$ cat config.mk
export PLATFORM = sky130hd
export DESIGN_NAME = depth_pixel_backprojection
export DESIGN_NICKNAME = d
export VERILOG_FILES = /design/src/sv/dpb_pkg.sv /design/src/sv/dpb_ctrl.sv /design/src/sv/dpb_datapath.sv /design/src/sv/depth_pixel_backprojection.sv
export SDC_FILE = /design/constraint.sdc
export NUM_CORES = 2
export LEC_CHECK = 0
export ABC_CLOCK_PERIOD_IN_PS = 13950
export BUFFER_PORTS_ARGS = -buffer_cell sky130_fd_sc_hd__buf_2
export CAP_MARGIN = 20
export CELL_PAD_IN_SITES_DETAIL_PLACEMENT = 0
export CELL_PAD_IN_SITES_GLOBAL_PLACEMENT = 2
export CORE_AREA = 2 2 357 359
export DETAILED_ROUTE_END_ITERATION = 10
export DIE_AREA = 0 0 359 361
export PLACE_DENSITY_LB_ADDON = 0.1
export SYNTH_ARGS = -nofsm -noshare
export SYNTH_HDL_FRONTEND = slang
export SYNTH_SLANG_ARGS = --single-unit
$ cat constraint.sdc
create_clock -name clock -period 13.95 [get_ports clock]
set_input_delay 0.6975 -clock clock [delete_from_list [all_inputs] [get_ports clock]]
set_output_delay 0.6975 -clock clock [all_outputs]
set_load 0.02 [all_outputs]
$ cat src/sv/dpb_pkg.sv
// Shared constants, register indexes and controller/datapath interface types.
`default_nettype none
package dpb_pkg;

   localparam int MAX_WIDTH  = 4096;
   localparam int CNT_W      = $clog2(MAX_WIDTH);
   localparam int FW_W       = 13;
   localparam int INV_W      = 24;
   localparam int INV_HALF_W = INV_W / 2;
   localparam int CTR_W      = 16;
   localparam int DEPTH_W    = 16;
   localparam int OUT_W      = 24;
   localparam int SUB_SHIFT  = 4;
   localparam int FRAC_SHIFT = 28;
   localparam int PZ_W       = CTR_W + DEPTH_W;
   localparam int PP_W       = PZ_W + INV_HALF_W;
   localparam int SUM_W      = PZ_W + INV_W + 1;
   localparam int RND_W      = SUM_W - FRAC_SHIFT;
   localparam int CSR_ADDR_W = 3;
   localparam int CSR_DATA_W = 24;

   localparam logic [CSR_ADDR_W-1:0] REG_INV_FOCAL_X = 3'd0;
   localparam logic [CSR_ADDR_W-1:0] REG_INV_FOCAL_Y = 3'd1;
   localparam logic [CSR_ADDR_W-1:0] REG_CENTER_X    = 3'd2;
   localparam logic [CSR_ADDR_W-1:0] REG_CENTER_Y    = 3'd3;
   localparam logic [CSR_ADDR_W-1:0] REG_FRAME_WIDTH = 3'd4;

   localparam logic [INV_W-1:0] INV_FOCAL_RESET   = 24'd33554;
   localparam logic [CTR_W-1:0] CENTER_X_RESET    = 16'd5120;
   localparam logic [CTR_W-1:0] CENTER_Y_RESET    = 16'd3840;
   localparam logic [FW_W-1:0]  FRAME_WIDTH_RESET = 13'd640;

   typedef struct packed {
      logic load;      // accept a pixel beat, advance counters
      logic mul_z;     // offset magnitude times depth
      logic mul_lo;    // times low half of reciprocal
      logic mul_hi;    // times high half of reciprocal
      logic rnd;       // combine, round, saturate
      logic sel_y;     // 0: x coordinate, 1: y coordinate
      logic out_load;  // move finished point into output registers
   } dpb_cmd_type;

   typedef struct packed {
      logic depth_nonzero;
   } dpb_stat_type;

endpackage
`default_nettype wire

$ cat src/sv/dpb_ctrl.sv
// Sequencer for the back-projection datapath and output valid tracking.
`default_nettype none
module dpb_ctrl (
   input  wire logic                clock,
   input  wire logic                reset,
   input  wire logic                req_valid,
   output logic                     req_ready,
   output logic                     rsp_valid,
   input  wire logic                rsp_ready,
   input  wire dpb_pkg::dpb_stat_type stat,
   output dpb_pkg::dpb_cmd_type     cmd
);

   localparam logic [2:0] ST_IDLE = 3'd0;
   localparam logic [2:0] ST_MZ   = 3'd1;
   localparam logic [2:0] ST_LO   = 3'd2;
   localparam logic [2:0] ST_HI   = 3'd3;
   localparam logic [2:0] ST_RND  = 3'd4;
   localparam logic [2:0] ST_OUT  = 3'd5;

   logic [2:0] state_ff, state_in;
   logic       sel_y_ff, sel_y_in;
   logic       rsp_valid_ff, rsp_valid_in;
   logic       accept;
   logic       out_free;

   assign req_ready = (state_ff == ST_IDLE);
   assign accept    = req_valid && req_ready;
   assign out_free  = !rsp_valid_ff || rsp_ready;
   assign rsp_valid = rsp_valid_ff;

   always_comb begin
      state_in = state_ff;
      sel_y_in = sel_y_ff;
      cmd      = '0;
      cmd.sel_y = sel_y_ff;
      unique case (state_ff)
         ST_IDLE: begin
            cmd.load = accept;
            if (accept && stat.depth_nonzero) begin
               state_in = ST_MZ;
               sel_y_in = 1'b0;
            end
         end
         ST_MZ: begin
            cmd.mul_z = 1'b1;
            state_in  = ST_LO;
         end
         ST_LO: begin
            cmd.mul_lo = 1'b1;
            state_in   = ST_HI;
         end
         ST_HI: begin
            cmd.mul_hi = 1'b1;
            state_in   = ST_RND;
         end
         ST_RND: begin
            cmd.rnd = 1'b1;
            if (sel_y_ff) begin
               state_in = ST_OUT;
            end else begin
               state_in = ST_MZ;
               sel_y_in = 1'b1;
            end
         end
         ST_OUT: begin
            if (out_free) begin
               cmd.out_load = 1'b1;
               state_in     = ST_IDLE;
            end
         end
         default: begin
            state_in = ST_IDLE;
         end
      endcase
   end

   always_comb begin
      rsp_valid_in = rsp_valid_ff;
      if (cmd.out_load) begin
         rsp_valid_in = 1'b1;
      end else if (rsp_ready) begin
         rsp_valid_in = 1'b0;
      end
   end

   always_ff @(posedge clock) begin
      if (reset) begin
         state_ff     <= ST_IDLE;
         sel_y_ff     <= 1'b0;
         rsp_valid_ff <= 1'b0;
      end else begin
         state_ff     <= state_in;
         sel_y_ff     <= sel_y_in;
         rsp_valid_ff <= rsp_valid_in;
      end
   end

   // A finished point never overwrites one still waiting.
   a_no_overwrite: assert property (@(posedge clock) disable iff (reset)
      cmd.out_load |-> (!rsp_valid_ff || rsp_ready))
      else $error("output overwritten while beat pending");

   a_start_x: assert property (@(posedge clock) disable iff (reset)
      (accept && stat.depth_nonzero) |=> (state_ff == ST_MZ && !sel_y_ff))
      else $error("nonzero pixel did not start with x");

   a_out_after_y: assert property (@(posedge clock) disable iff (reset)
      (state_ff == ST_OUT) |-> sel_y_ff)
      else $error("output reached before y was computed");

   a_valid_follows_load: assert property (@(posedge clock) disable iff (reset)
      cmd.out_load |=> rsp_valid_ff)
      else $error("loaded point not presented");

endmodule
`default_nettype wire

$ cat src/sv/dpb_datapath.sv
// Config registers, pixel counters, shared multiplier chain and output registers.
`default_nettype none
module dpb_datapath (
   input  wire logic                                   clock,
   input  wire logic                                   reset,
   input  wire dpb_pkg::dpb_cmd_type                   cmd,
   output dpb_pkg::dpb_stat_type                       stat,
   input  wire logic                                   csr_we,
   input  wire logic [dpb_pkg::CSR_ADDR_W-1:0]         csr_addr,
   input  wire logic [dpb_pkg::CSR_DATA_W-1:0]         csr_wdata,
   input  wire logic [dpb_pkg::DEPTH_W-1:0]            req_depth_raw,
   input  wire logic                                   req_frame_start,
   output logic signed [dpb_pkg::OUT_W-1:0]            rsp_point_x,
   output logic signed [dpb_pkg::OUT_W-1:0]            rsp_point_y,
   output logic [dpb_pkg::DEPTH_W-1:0]                 rsp_point_z
);

   localparam int CNT_W = dpb_pkg::CNT_W;
   localparam int FW_W  = dpb_pkg::FW_W;

   logic [dpb_pkg::INV_W-1:0]  inv_focal_x_ff, inv_focal_y_ff;
   logic [dpb_pkg::CTR_W-1:0]  center_x_ff, center_y_ff;
   logic [FW_W-1:0]            frame_width_ff;

   logic [CNT_W-1:0]           col_ff, col_in, row_ff, row_in;
   logic [CNT_W-1:0]           col_base, row_base;
   logic [FW_W-1:0]            eff_width;
   logic [FW_W-1:0]            col_next;

   logic [CNT_W-1:0]           u_ff, v_ff;
   logic [dpb_pkg::DEPTH_W-1:0] depth_ff;

   logic [CNT_W-1:0]           pos;
   logic [dpb_pkg::CTR_W-1:0]  center;
   logic [dpb_pkg::INV_W-1:0]  inv;
   logic [dpb_pkg::CTR_W-1:0]  scaled;
   logic                       neg;
   logic [dpb_pkg::CTR_W-1:0]  mag;

   logic                       neg_ff;
   logic [dpb_pkg::PZ_W-1:0]   pz_ff;
   logic [dpb_pkg::PP_W-1:0]   pp_ff;
   logic [dpb_pkg::PP_W-1:0]   acc_lo_ff;

   logic [dpb_pkg::SUM_W-1:0]  sum;
   logic [dpb_pkg::RND_W-1:0]  rmag;
   logic [dpb_pkg::OUT_W-1:0]  res;
   logic [dpb_pkg::OUT_W-1:0]  res_x_ff, res_y_ff;

   localparam logic [dpb_pkg::RND_W-1:0] POS_LIMIT =
      dpb_pkg::RND_W'((1 << (dpb_pkg::OUT_W - 1)) - 1);
   localparam logic [dpb_pkg::RND_W-1:0] NEG_LIMIT =
      dpb_pkg::RND_W'(1 << (dpb_pkg::OUT_W - 1));
   localparam logic [dpb_pkg::SUM_W-1:0] HALF =
      dpb_pkg::SUM_W'(1) << (dpb_pkg::FRAC_SHIFT - 1);

   assign stat.depth_nonzero = (req_depth_raw != '0);

   // Config registers
   always_ff @(posedge clock) begin
      if (reset) begin
         inv_focal_x_ff <= dpb_pkg::INV_FOCAL_RESET;
         inv_focal_y_ff <= dpb_pkg::INV_FOCAL_RESET;
         center_x_ff    <= dpb_pkg::CENTER_X_RESET;
         center_y_ff    <= dpb_pkg::CENTER_Y_RESET;
         frame_width_ff <= dpb_pkg::FRAME_WIDTH_RESET;
      end else if (csr_we) begin
         unique case (csr_addr)
            dpb_pkg::REG_INV_FOCAL_X: inv_focal_x_ff <= csr_wdata[dpb_pkg::INV_W-1:0];
            dpb_pkg::REG_INV_FOCAL_Y: inv_focal_y_ff <= csr_wdata[dpb_pkg::INV_W-1:0];
            dpb_pkg::REG_CENTER_X:    center_x_ff    <= csr_wdata[dpb_pkg::CTR_W-1:0];
            dpb_pkg::REG_CENTER_Y:    center_y_ff    <= csr_wdata[dpb_pkg::CTR_W-1:0];
            dpb_pkg::REG_FRAME_WIDTH: frame_width_ff <= csr_wdata[FW_W-1:0];
            default: begin
            end
         endcase
      end
   end

   // Raster position: clamp width to [1, MAX_WIDTH]
   always_comb begin
      priority if (frame_width_ff == '0) begin
         eff_width = FW_W'(1);
      end else if (frame_width_ff > FW_W'(dpb_pkg::MAX_WIDTH)) begin
         eff_width = FW_W'(dpb_pkg::MAX_WIDTH);
      end else begin
         eff_width = frame_width_ff;
      end
      col_base = req_frame_start ? '0 : col_ff;
      row_base = req_frame_start ? '0 : row_ff;
      col_next = FW_W'(col_base) + FW_W'(1);
      if (col_next >= eff_width) begin
         col_in = '0;
         row_in = row_base + CNT_W'(1);
      end else begin
         col_in = col_next[CNT_W-1:0];
         row_in = row_base;
      end
   end

   always_ff @(posedge clock) begin
      if (reset) begin
         col_ff <= '0;
         row_ff <= '0;
      end else if (cmd.load) begin
         col_ff <= col_in;
         row_ff <= row_in;
      end
   end

   always_ff @(posedge clock) begin
      if (cmd.load) begin
         u_ff     <= col_base;
         v_ff     <= row_base;
         depth_ff <= req_depth_raw;
      end
   end

   // Shared arithmetic for x and y
   always_comb begin
      pos    = cmd.sel_y ? v_ff : u_ff;
      center = cmd.sel_y ? center_y_ff : center_x_ff;
      inv    = cmd.sel_y ? inv_focal_y_ff : inv_focal_x_ff;
      scaled = {pos, dpb_pkg::SUB_SHIFT'(0)};
      neg    = scaled < center;
      mag    = neg ? (center - scaled) : (scaled - center);
   end

   always_ff @(posedge clock) begin
      if (cmd.mul_z) begin
         neg_ff <= neg;
         pz_ff  <= dpb_pkg::PZ_W'(mag) * dpb_pkg::PZ_W'(depth_ff);
      end
      if (cmd.mul_lo) begin
         pp_ff <= dpb_pkg::PP_W'(pz_ff) * dpb_pkg::PP_W'(inv[dpb_pkg::INV_HALF_W-1:0]);
      end
      if (cmd.mul_hi) begin
         acc_lo_ff <= pp_ff;
         pp_ff <= dpb_pkg::PP_W'(pz_ff) *
                  dpb_pkg::PP_W'(inv[dpb_pkg::INV_W-1:dpb_pkg::INV_HALF_W]);
      end
   end

   // Sum partials, round half away from zero on the magnitude, saturate
   always_comb begin
      sum  = dpb_pkg::SUM_W'(acc_lo_ff)
           + (dpb_pkg::SUM_W'(pp_ff) << dpb_pkg::INV_HALF_W)
           + HALF;
      rmag = sum[dpb_pkg::SUM_W-1:dpb_pkg::FRAC_SHIFT];
      if (neg_ff) begin
         if (rmag > NEG_LIMIT) begin
            res = NEG_LIMIT[dpb_pkg::OUT_W-1:0];
         end else begin
            res = dpb_pkg::OUT_W'(0) - rmag[dpb_pkg::OUT_W-1:0];
         end
      end else begin
         if (rmag > POS_LIMIT) begin
            res = POS_LIMIT[dpb_pkg::OUT_W-1:0];
         end else begin
            res = rmag[dpb_pkg::OUT_W-1:0];
         end
      end
   end

   always_ff @(posedge clock) begin
      if (cmd.rnd) begin
         if (cmd.sel_y) begin
            res_y_ff <= res;
         end else begin
            res_x_ff <= res;
         end
      end
      if (cmd.out_load) begin
         rsp_point_x <= res_x_ff;
         rsp_point_y <= res_y_ff;
         rsp_point_z <= depth_ff;
      end
   end

endmodule
`default_nettype wire

$ cat src/sv/depth_pixel_backprojection.sv
// Top level: depth pixel stream in, millimetre 3D points out.
//
// req_* carries one depth pixel per beat (valid/ready) in raster order; a set
// req_frame_start places that pixel at column 0, row 0. Column wraps at the
// configured frame width (0 acts as 1, above 4096 acts as 4096).
// rsp_* carries one point per nonzero-depth pixel; zero-depth pixels advance
// the counters and produce no beat.
// csr_* writes a register at any edge with csr_we high; write only while idle.
// A nonzero pixel, once accepted, runs an x pass and then a y pass through
// the one shared 16x16 / 32x12 multiplier chain (2 x 4 steps: MZ, LO, HI,
// RND), then is moved into the output registers, which raises rsp_valid.
// req_ready stays low until that output load, so the block takes no new
// pixel meanwhile; a zero-depth pixel leaves req_ready high.
// A finished point waits in the output register; the next pixel is accepted
// meanwhile, but its point is held back until the waiting beat is taken.
// Reset (synchronous) clears counters, restores register defaults and empties
// the output.
`default_nettype none
module depth_pixel_backprojection (
   input  wire logic                                   clock,
   input  wire logic                                   reset,
   input  wire logic                                   req_valid,
   output logic                                        req_ready,
   input  wire logic [dpb_pkg::DEPTH_W-1:0]            req_depth_raw,
   input  wire logic                                   req_frame_start,
   output logic                                        rsp_valid,
   input  wire logic                                   rsp_ready,
   output logic signed [dpb_pkg::OUT_W-1:0]            rsp_point_x,
   output logic signed [dpb_pkg::OUT_W-1:0]            rsp_point_y,
   output logic [dpb_pkg::DEPTH_W-1:0]                 rsp_point_z,
   input  wire logic                                   csr_we,
   input  wire logic [dpb_pkg::CSR_ADDR_W-1:0]         csr_addr,
   input  wire logic [dpb_pkg::CSR_DATA_W-1:0]         csr_wdata
);

   dpb_pkg::dpb_cmd_type  cmd;
   dpb_pkg::dpb_stat_type stat;

   dpb_ctrl u_ctrl (
      .clock     (clock),
      .reset     (reset),
      .req_valid (req_valid),
      .req_ready (req_ready),
      .rsp_valid (rsp_valid),
      .rsp_ready (rsp_ready),
      .stat      (stat),
      .cmd       (cmd)
   );

   dpb_datapath u_datapath (
      .clock           (clock),
      .reset           (reset),
      .cmd             (cmd),
      .stat            (stat),
      .csr_we          (csr_we),
      .csr_addr        (csr_addr),
      .csr_wdata       (csr_wdata),
      .req_depth_raw   (req_depth_raw),
      .req_frame_start (req_frame_start),
      .rsp_point_x     (rsp_point_x),
      .rsp_point_y     (rsp_point_y),
      .rsp_point_z     (rsp_point_z)
   );

endmodule
`default_nettype wire

Word level (Yosys, flattened, before mapping)
Index checks and enable logic that the tools add are counted.
Word-level totals
  logic and storage cells: 99
  bits in registers: 395
  output and inout bits: 66
  bits of input ports: 49
Operators by class
  bitwise logic cells: 1
  $mul: 3
  mux-type cells: 30
  add/sub/neg operators: 7
  reductions and logical operators: 20
  magnitude comparators: 5
  equality and inequality tests: 11
Operator list (count)
  two-way mux 24 bit: 4
  multiplier 32 x 12 -> 44 bit: 2
  two-way mux 44 bit: 2
  two-way mux 12 bit: 5
  adder 44 x 56 -> 57 bit: 1
  adder 57 x 28 -> 57 bit, second input constant: 1
  multiplier 16 x 16 -> 32 bit: 1
  two-way mux 16 bit: 2
  subtractor 16 bit: 2
  > comparator 29 x 23 -> 1 bit, second input constant: 1
  > comparator 29 x 24 -> 1 bit, second input constant: 1
  two-way mux 13 bit: 2
  subtractor 1 x 24 -> 24 bit, first input constant: 1
  case mux 3 bit (6 select lines): 1
  AND reduction 2 bit: 9
  < comparator 16 bit: 1
  nonzero test 16 bit: 1
  adder 12 x 1 -> 13 bit, second input constant: 1
  greater-or-equal comparator 13 bit: 1
  > comparator 13 bit, second input constant: 1
  zero test 13 bit: 1
  adder 12 x 1 -> 12 bit, second input constant: 1
  equality test 3 x 2 -> 1 bit, second input constant: 4
  two-way mux 1 bit: 10
  12 further kinds: 21

Longest topological paths before layout
  depth in word-level cells: 5
  depth in mapped cells: 42
  mapped depth without buffers: 36

Hierarchy
A second synthesis with hierarchy kept.
Unflattened totals
  cells, all modules: 5314
  area total of the unflattened synthesis: 49792.8 sq um
Modules (own cells, without submodules)
  dpb_datapath: area an instance 49457.4 sq um, cells each 5280, times used 1
  dpb_ctrl: area an instance 335.3 sq um, cells each 34, times used 1

Worst setup path before layout
No wires, ideal clock.
  path kind: register to register
  start point: register u_ctrl.sel_y_ff
  end point: register u_datapath.pz_ff[28] (netlist name) (data pin)
  stages on the path, launching flop included: 38
  data required time: 13.690 ns
  setup slack: 3.912 ns
  arrival: 9.778 ns
  library setup time: 0.260 ns
  cell sequence: dfxtp_1 > buf_1 > buf_1 > clkbuf_1 > mux2i_1 > inv_1 > ha_1 > clkbuf_1 > and3_1 > a21oi_1 > a311oi_1 > o21ai_0 > nor2b_1 > buf_2 > buf_1 > mux2i_1 > xnor2_1 > clkbuf_1 > [... 2 more ...] > fa_1 > fa_1 > fa_1 > inv_1 > fa_1 > inv_1 > fa_1 > inv_1 > ha_1 > a21oi_1 > nand2_1 > or4_1 > o21a_1 > a41oi_1 > a311o_1 > nand2b_1 > a211oi_1 > nor2_1
On the way
  cells in the longest elaborated chain, start to end: 4
  elaborated cells on any way between the ends: 7
  classes of those cells: 2 x add/sub; 1 x mul; 1 x order compare; 3 x mux
Ends and longest elaborated chain
  start: declaration: line dpb_ctrl.sv:22  | logic sel_y_ff, sel_y_in;
  start signal: assignment: line dpb_ctrl.sv:94  | sel_y_ff <= sel_y_in;
  two-way mux 12 bit / two-way mux 16 bit (equally long branches): line dpb_datapath.sv:121, dpb_datapath.sv:122
  < comparator 16 bit *: line dpb_datapath.sv:125  | neg = scaled < center;
  net u_datapath.neg: line dpb_datapath.sv:37  | logic neg;
  two-way mux 16 bit *: line dpb_datapath.sv:126  | mag = neg ? (center - scaled) : (scaled - center);
  multiplier 16 x 16 -> 32 bit *: line dpb_datapath.sv:132  | pz_ff <= dpb_pkg::PZ_W'(mag) * dpb_pkg::PZ_W'(depth_ff);
  end signal: assignment: line dpb_datapath.sv:132
  end: declaration: line dpb_datapath.sv:41  | logic [dpb_pkg::PZ_W-1:0] pz_ff;
Mark *: on every way through the listed nets, which the timed path passes. The rest lies on a longest branch.
A chain may end at the register's enable or synchronous reset.

Worst setup path after layout
  start point: register u_ctrl.sel_y_ff
  end point: register u_datapath.pz_ff[30] (netlist name) (data pin)
On the way
  cells in the longest elaborated chain, start to end: 4
  elaborated cells on any way between the ends: 7
  classes of those cells: 2 x add/sub; 1 x mul; 1 x order compare; 3 x mux
Ends and longest elaborated chain (line)
  two-way mux 16 bit / two-way mux 12 bit (equally long branches): dpb_datapath.sv:122, dpb_datapath.sv:121
  subtractor 16 bit / < comparator 16 bit (equally long branches): dpb_datapath.sv:126, dpb_datapath.sv:125
  two-way mux 16 bit *: dpb_datapath.sv:126
  multiplier 16 x 16 -> 32 bit *: dpb_datapath.sv:132
Every way passes the cells marked *; elsewhere a longest branch is shown, timed or not.

==> metrics.md <==
| Metric | Value |
|---|---|
| Crit path from | `u_ctrl.sel_y_ff$_SDFFE_PP0P_` |
| Top post-synthesis cells by area | `fa_1 32%, edfxtp_1 16%, ha_1 9.3%` |
| Final setup violation count | `0` |
| H-Tree Depth | `2` |
| Full die area | `130,000 µm²` |
| Yosys Warn Count | `0` |
| Site row count | `130` |
| CP startpoint kind | `register` |
| Worst EP required | `14.38 ns` |
| Total CTS buffers | `48` |
| Synth Area per Inst | `9.28 µm²` |
| Ys flop type | `edfxtp_1` |
| Min cycle time layout | `9.95 ns` |
| Final Skew | `0.0591 ns` |
| CP Class | `reg -> reg` |
| Max Slew Vio Count | `0` |
| Via density | `5.13` |
| Synth Net Count | `6,599` |
| RSZ-0062 raised after global routing | `no` |
| CP arrival | `10.38 ns` |
| Number of top-level pins | `115` |
| Synth Register Bits | `383` |
| Clk_lat worst skew | `0.66 ns` |
| Post-CTS setup buffer count | `0` |
| Gr ovfl total | `0` |
| Die W | `359 µm` |
| Post-synthesis sequential area ratio | `20.6%` |
| Largest delay share family, worst path | `adder cells` |
| Number of nets in the layout | `6,595` |
| Routed Antenna Nets | `0` |
| Initial core utilization | `39.8%` |
| Ys async rst share | `0%` |
| Actual slew at the worst max-slew pin | `1.17 ns` |
| RR Startpoint | `u_ctrl.sel_y_ff$_SDFFE_PP0P_` |
| Post-Synth Simple-Gate Area | `17.5%` |
| Hold Startpoint | `req_depth_raw[9]` |
| CP max-delay cell | `nor2b_2` |
| Worst reg2reg setup slack | `4.00 ns` |
| Worst hold path endpoint | `u_datapath.depth_ff[9]$_DFFE_PP_` |
| Yosys cell types | `88` |
| Clock Tree Root | `clkbuf_16` |
| Relative slew slack | `22.2%` |
| Hold path cells | `1` |
| R2R depth | `33` |
| Vias in the first global route | `38,300` |
| Fmax | `100 MHz` |
| Crit share post-route | `71.4%` |
| Final Hold Fails | `0` |
| Worst r2r dst | `u_datapath.pz_ff[30]$_DFFE_PP_` |
| Sink Count | `383` |
| Clock transition at path regs | `0.06 ns` |
| Max Cap Viol | `0` |
| Wire length per cell | `19.8 µm` |
| Post-synth top area share | `31.9%` |
| Post_cts resized | `0` |
| P&R area growth vs syn | `7.98%` |
| First-pass iteration count of the detailed router | `5` |
| Leading area contributor after synthesis | `fa_1` |
| EDFF count, synth | `261` |
| CP peak stage delay | `0.81 ns` |
| Mux cell area share after synthesis | `1.55%` |
| Via count | `36,300` |
| Maximum clock path buffer count | `3` |
| FILL cells | `12,600` |
| Worst Setup End Kind | `register` |
| First DRT Iteration DRCs | `2,031` |
| First-pass GRT wire length | `223,000 µm` |
| # hold bufs at CTS | `0` |
| Core Area | `125,000 µm²` |
| Share of post-route cells with drive strength above 1 | `6.81%` |
| Crit-path most repeated cell | `fa_1` |
| Final wirelength | `140,000 µm` |
| # DRC | `0` |
| Synth Instances | `5,384` |
| HPWL after DPL | `107,000 µm` |
| Die H | `361 µm` |
| Total track usage | `21.9%` |
| Synthesized area | `50,000 µm²` |
| Bufs and invs on worst path | `5` |
| Port Buffers | `114` |
| Compound-Gate Fraction of Synth Area | `8.48%` |
| Largest net degree at the start of global routing | `75` |
| Fraction of synthesized cell area in xor and xnor cells | `2.42%` |
| Status | `completed` |
| CTS tree | `done` |
| Initial antenna violation count | `3` |
| GPL Wtd Cong | `0.823` |
| Crit path max fanout | `31` |
| Area share of fa/ha/maj cells after synthesis | `41.1%` |
| Worst hold-check path type | `in -> reg` |
| Largest family of logic cells by synthesized area | `adder cells` |
| Fin Setup TNS | `0 ns` |
final cells by class:
type / count / area [µm²] / share of cell area [%]
clock inverters: 27 / 214 / 0.397
clock buffers: 63 / 1320 / 2.44
multi-input cells: 3903 / 35600 / 66.1
inverters: 841 / 3160 / 5.85
diodes: 1 / 2.50 / 0.00464
well taps: 1650 / 2060 / 3.83
repair buffers: 203 / 1260 / 2.34
flip-flops and latches: 383 / 10300 / 19.1
cell families after synthesis:
kind of cell,count (synthesis)
AO/OA/AOI/OAI,654
XOR/XNOR,138
multiplexers,74
buffers and inverters,1098
flip-flops,383
AND/OR/NAND/NOR,1871
adder cells (fa/ha/maj),1166
Yosys cell counts (all sizes together) (9+ instances only):
cell	count
nand2	1036
inv	838
fa	795
ha	371
a21oi	264
edfxtp	261
clkbuf	243
nor2b	227
and2	144
nor2	140
dfxtp	122
o21ai	101
xnor2	84
a21o	66
nand3	59
xor2	54
nand2b	52
mux2i	47
nor3	44
and3	34
mux2	27
nand3b	26
nand4	26
o21bai	22
or3	22
a31oi	21
nor4	18
o211ai	17
o21a	16
o31ai	16
a211oi	15
buf	14
a2bb2oi	13
or2	13
a2111oi	9
a22oi	9
a31o	9
through the flow:
stage	area, µm²	hold slack [ns]	cells	worst slack (ns)	utilization, %
after floorplan	50000	0.400	5384	3.91	-
after global placement	52400	0.403	6979	4.03	41.8
after detailed placement	52400	0.405	6980	3.97	41.8
after CTS	53900	0.202	7070	3.93	43.0
after global routing	53900	0.232	7070	3.21	43.0
final	53900	0.256	7071	4.00	43.0
worst max path at each step:
stage / endpoint / cells after the start
floorplan: u_datapath.pz_ff[28]$_DFFE_PP_ / 37
global placement: u_datapath.pz_ff[28]$_DFFE_PP_ / 33
detailed placement: u_datapath.pz_ff[30]$_DFFE_PP_ / 33
CTS: u_datapath.pz_ff[30]$_DFFE_PP_ / 33
global route: u_datapath.pz_ff[28]$_DFFE_PP_ / 33
finish: u_datapath.pz_ff[30]$_DFFE_PP_ / 33
state kept, by name, summed over array words and instances (netlist names), 3 cells and up:
| name | count |
|---|---|
| u_ctrl.state_ff | 3 |
| u_datapath.acc_lo_ff | 32 |
| u_datapath.center_x_ff | 16 |
| u_datapath.center_y_ff | 16 |
| u_datapath.col_ff | 12 |
| u_datapath.depth_ff | 16 |
| u_datapath.frame_width_ff | 13 |
| u_datapath.inv_focal_x_ff | 24 |
| u_datapath.inv_focal_y_ff | 24 |
| u_datapath.pp_ff | 44 |
| u_datapath.pz_ff | 32 |
| u_datapath.res_x_ff | 24 |
| u_datapath.res_y_ff | 24 |
| u_datapath.row_ff | 12 |
| u_datapath.rsp_point_x | 24 |
| u_datapath.rsp_point_y | 24 |
| u_datapath.rsp_point_z | 16 |
| u_datapath.u_ff | 12 |
| u_datapath.v_ff | 12 |
layer usage:
metal / up-vias / track usage (%) / part of all wire [%]
met2: 521 / 37.6 / 48
met5: - / 0 / 0
met4: 0 / 3.85 / 1.5
met3: 118 / 2.25 / 3.5
li1: 17100 / - / -
met1: 18600 / 30.2 / 47
cells in the final DEF (no fill, tap or decap), types with 27 or more instances in the layout:
cell type | synthesis | final
fa_1 | 795 | 795
a21oi_1 | 257 | 257
dfxtp_1 | 122 | 121
a21o_1 | 66 | 66
ha_1 | 371 | 371
xnor2_1 | 84 | 84
xor2_1 | 54 | 54
nand3_1 | 59 | 59
mux2i_1 | 47 | 41
buf_4 | 4 | 89
nor2b_1 | 227 | 224
nor3_1 | 42 | 41
buf_2 | 4 | 113
and3_1 | 34 | 34
nand2b_1 | 52 | 52
nor2_1 | 140 | 140
clkbuf_16 | 0 | 48
inv_1 | 838 | 838
and2_1 | 144 | 144
nand2_1 | 1036 | 1035
o21ai_0 | 90 | 88
edfxtp_1 | 261 | 261
mux2_2 | 27 | 27
Power is not shown: default switching activity piles up to over one toggle a cycle in this logic, so the estimate is an artifact.
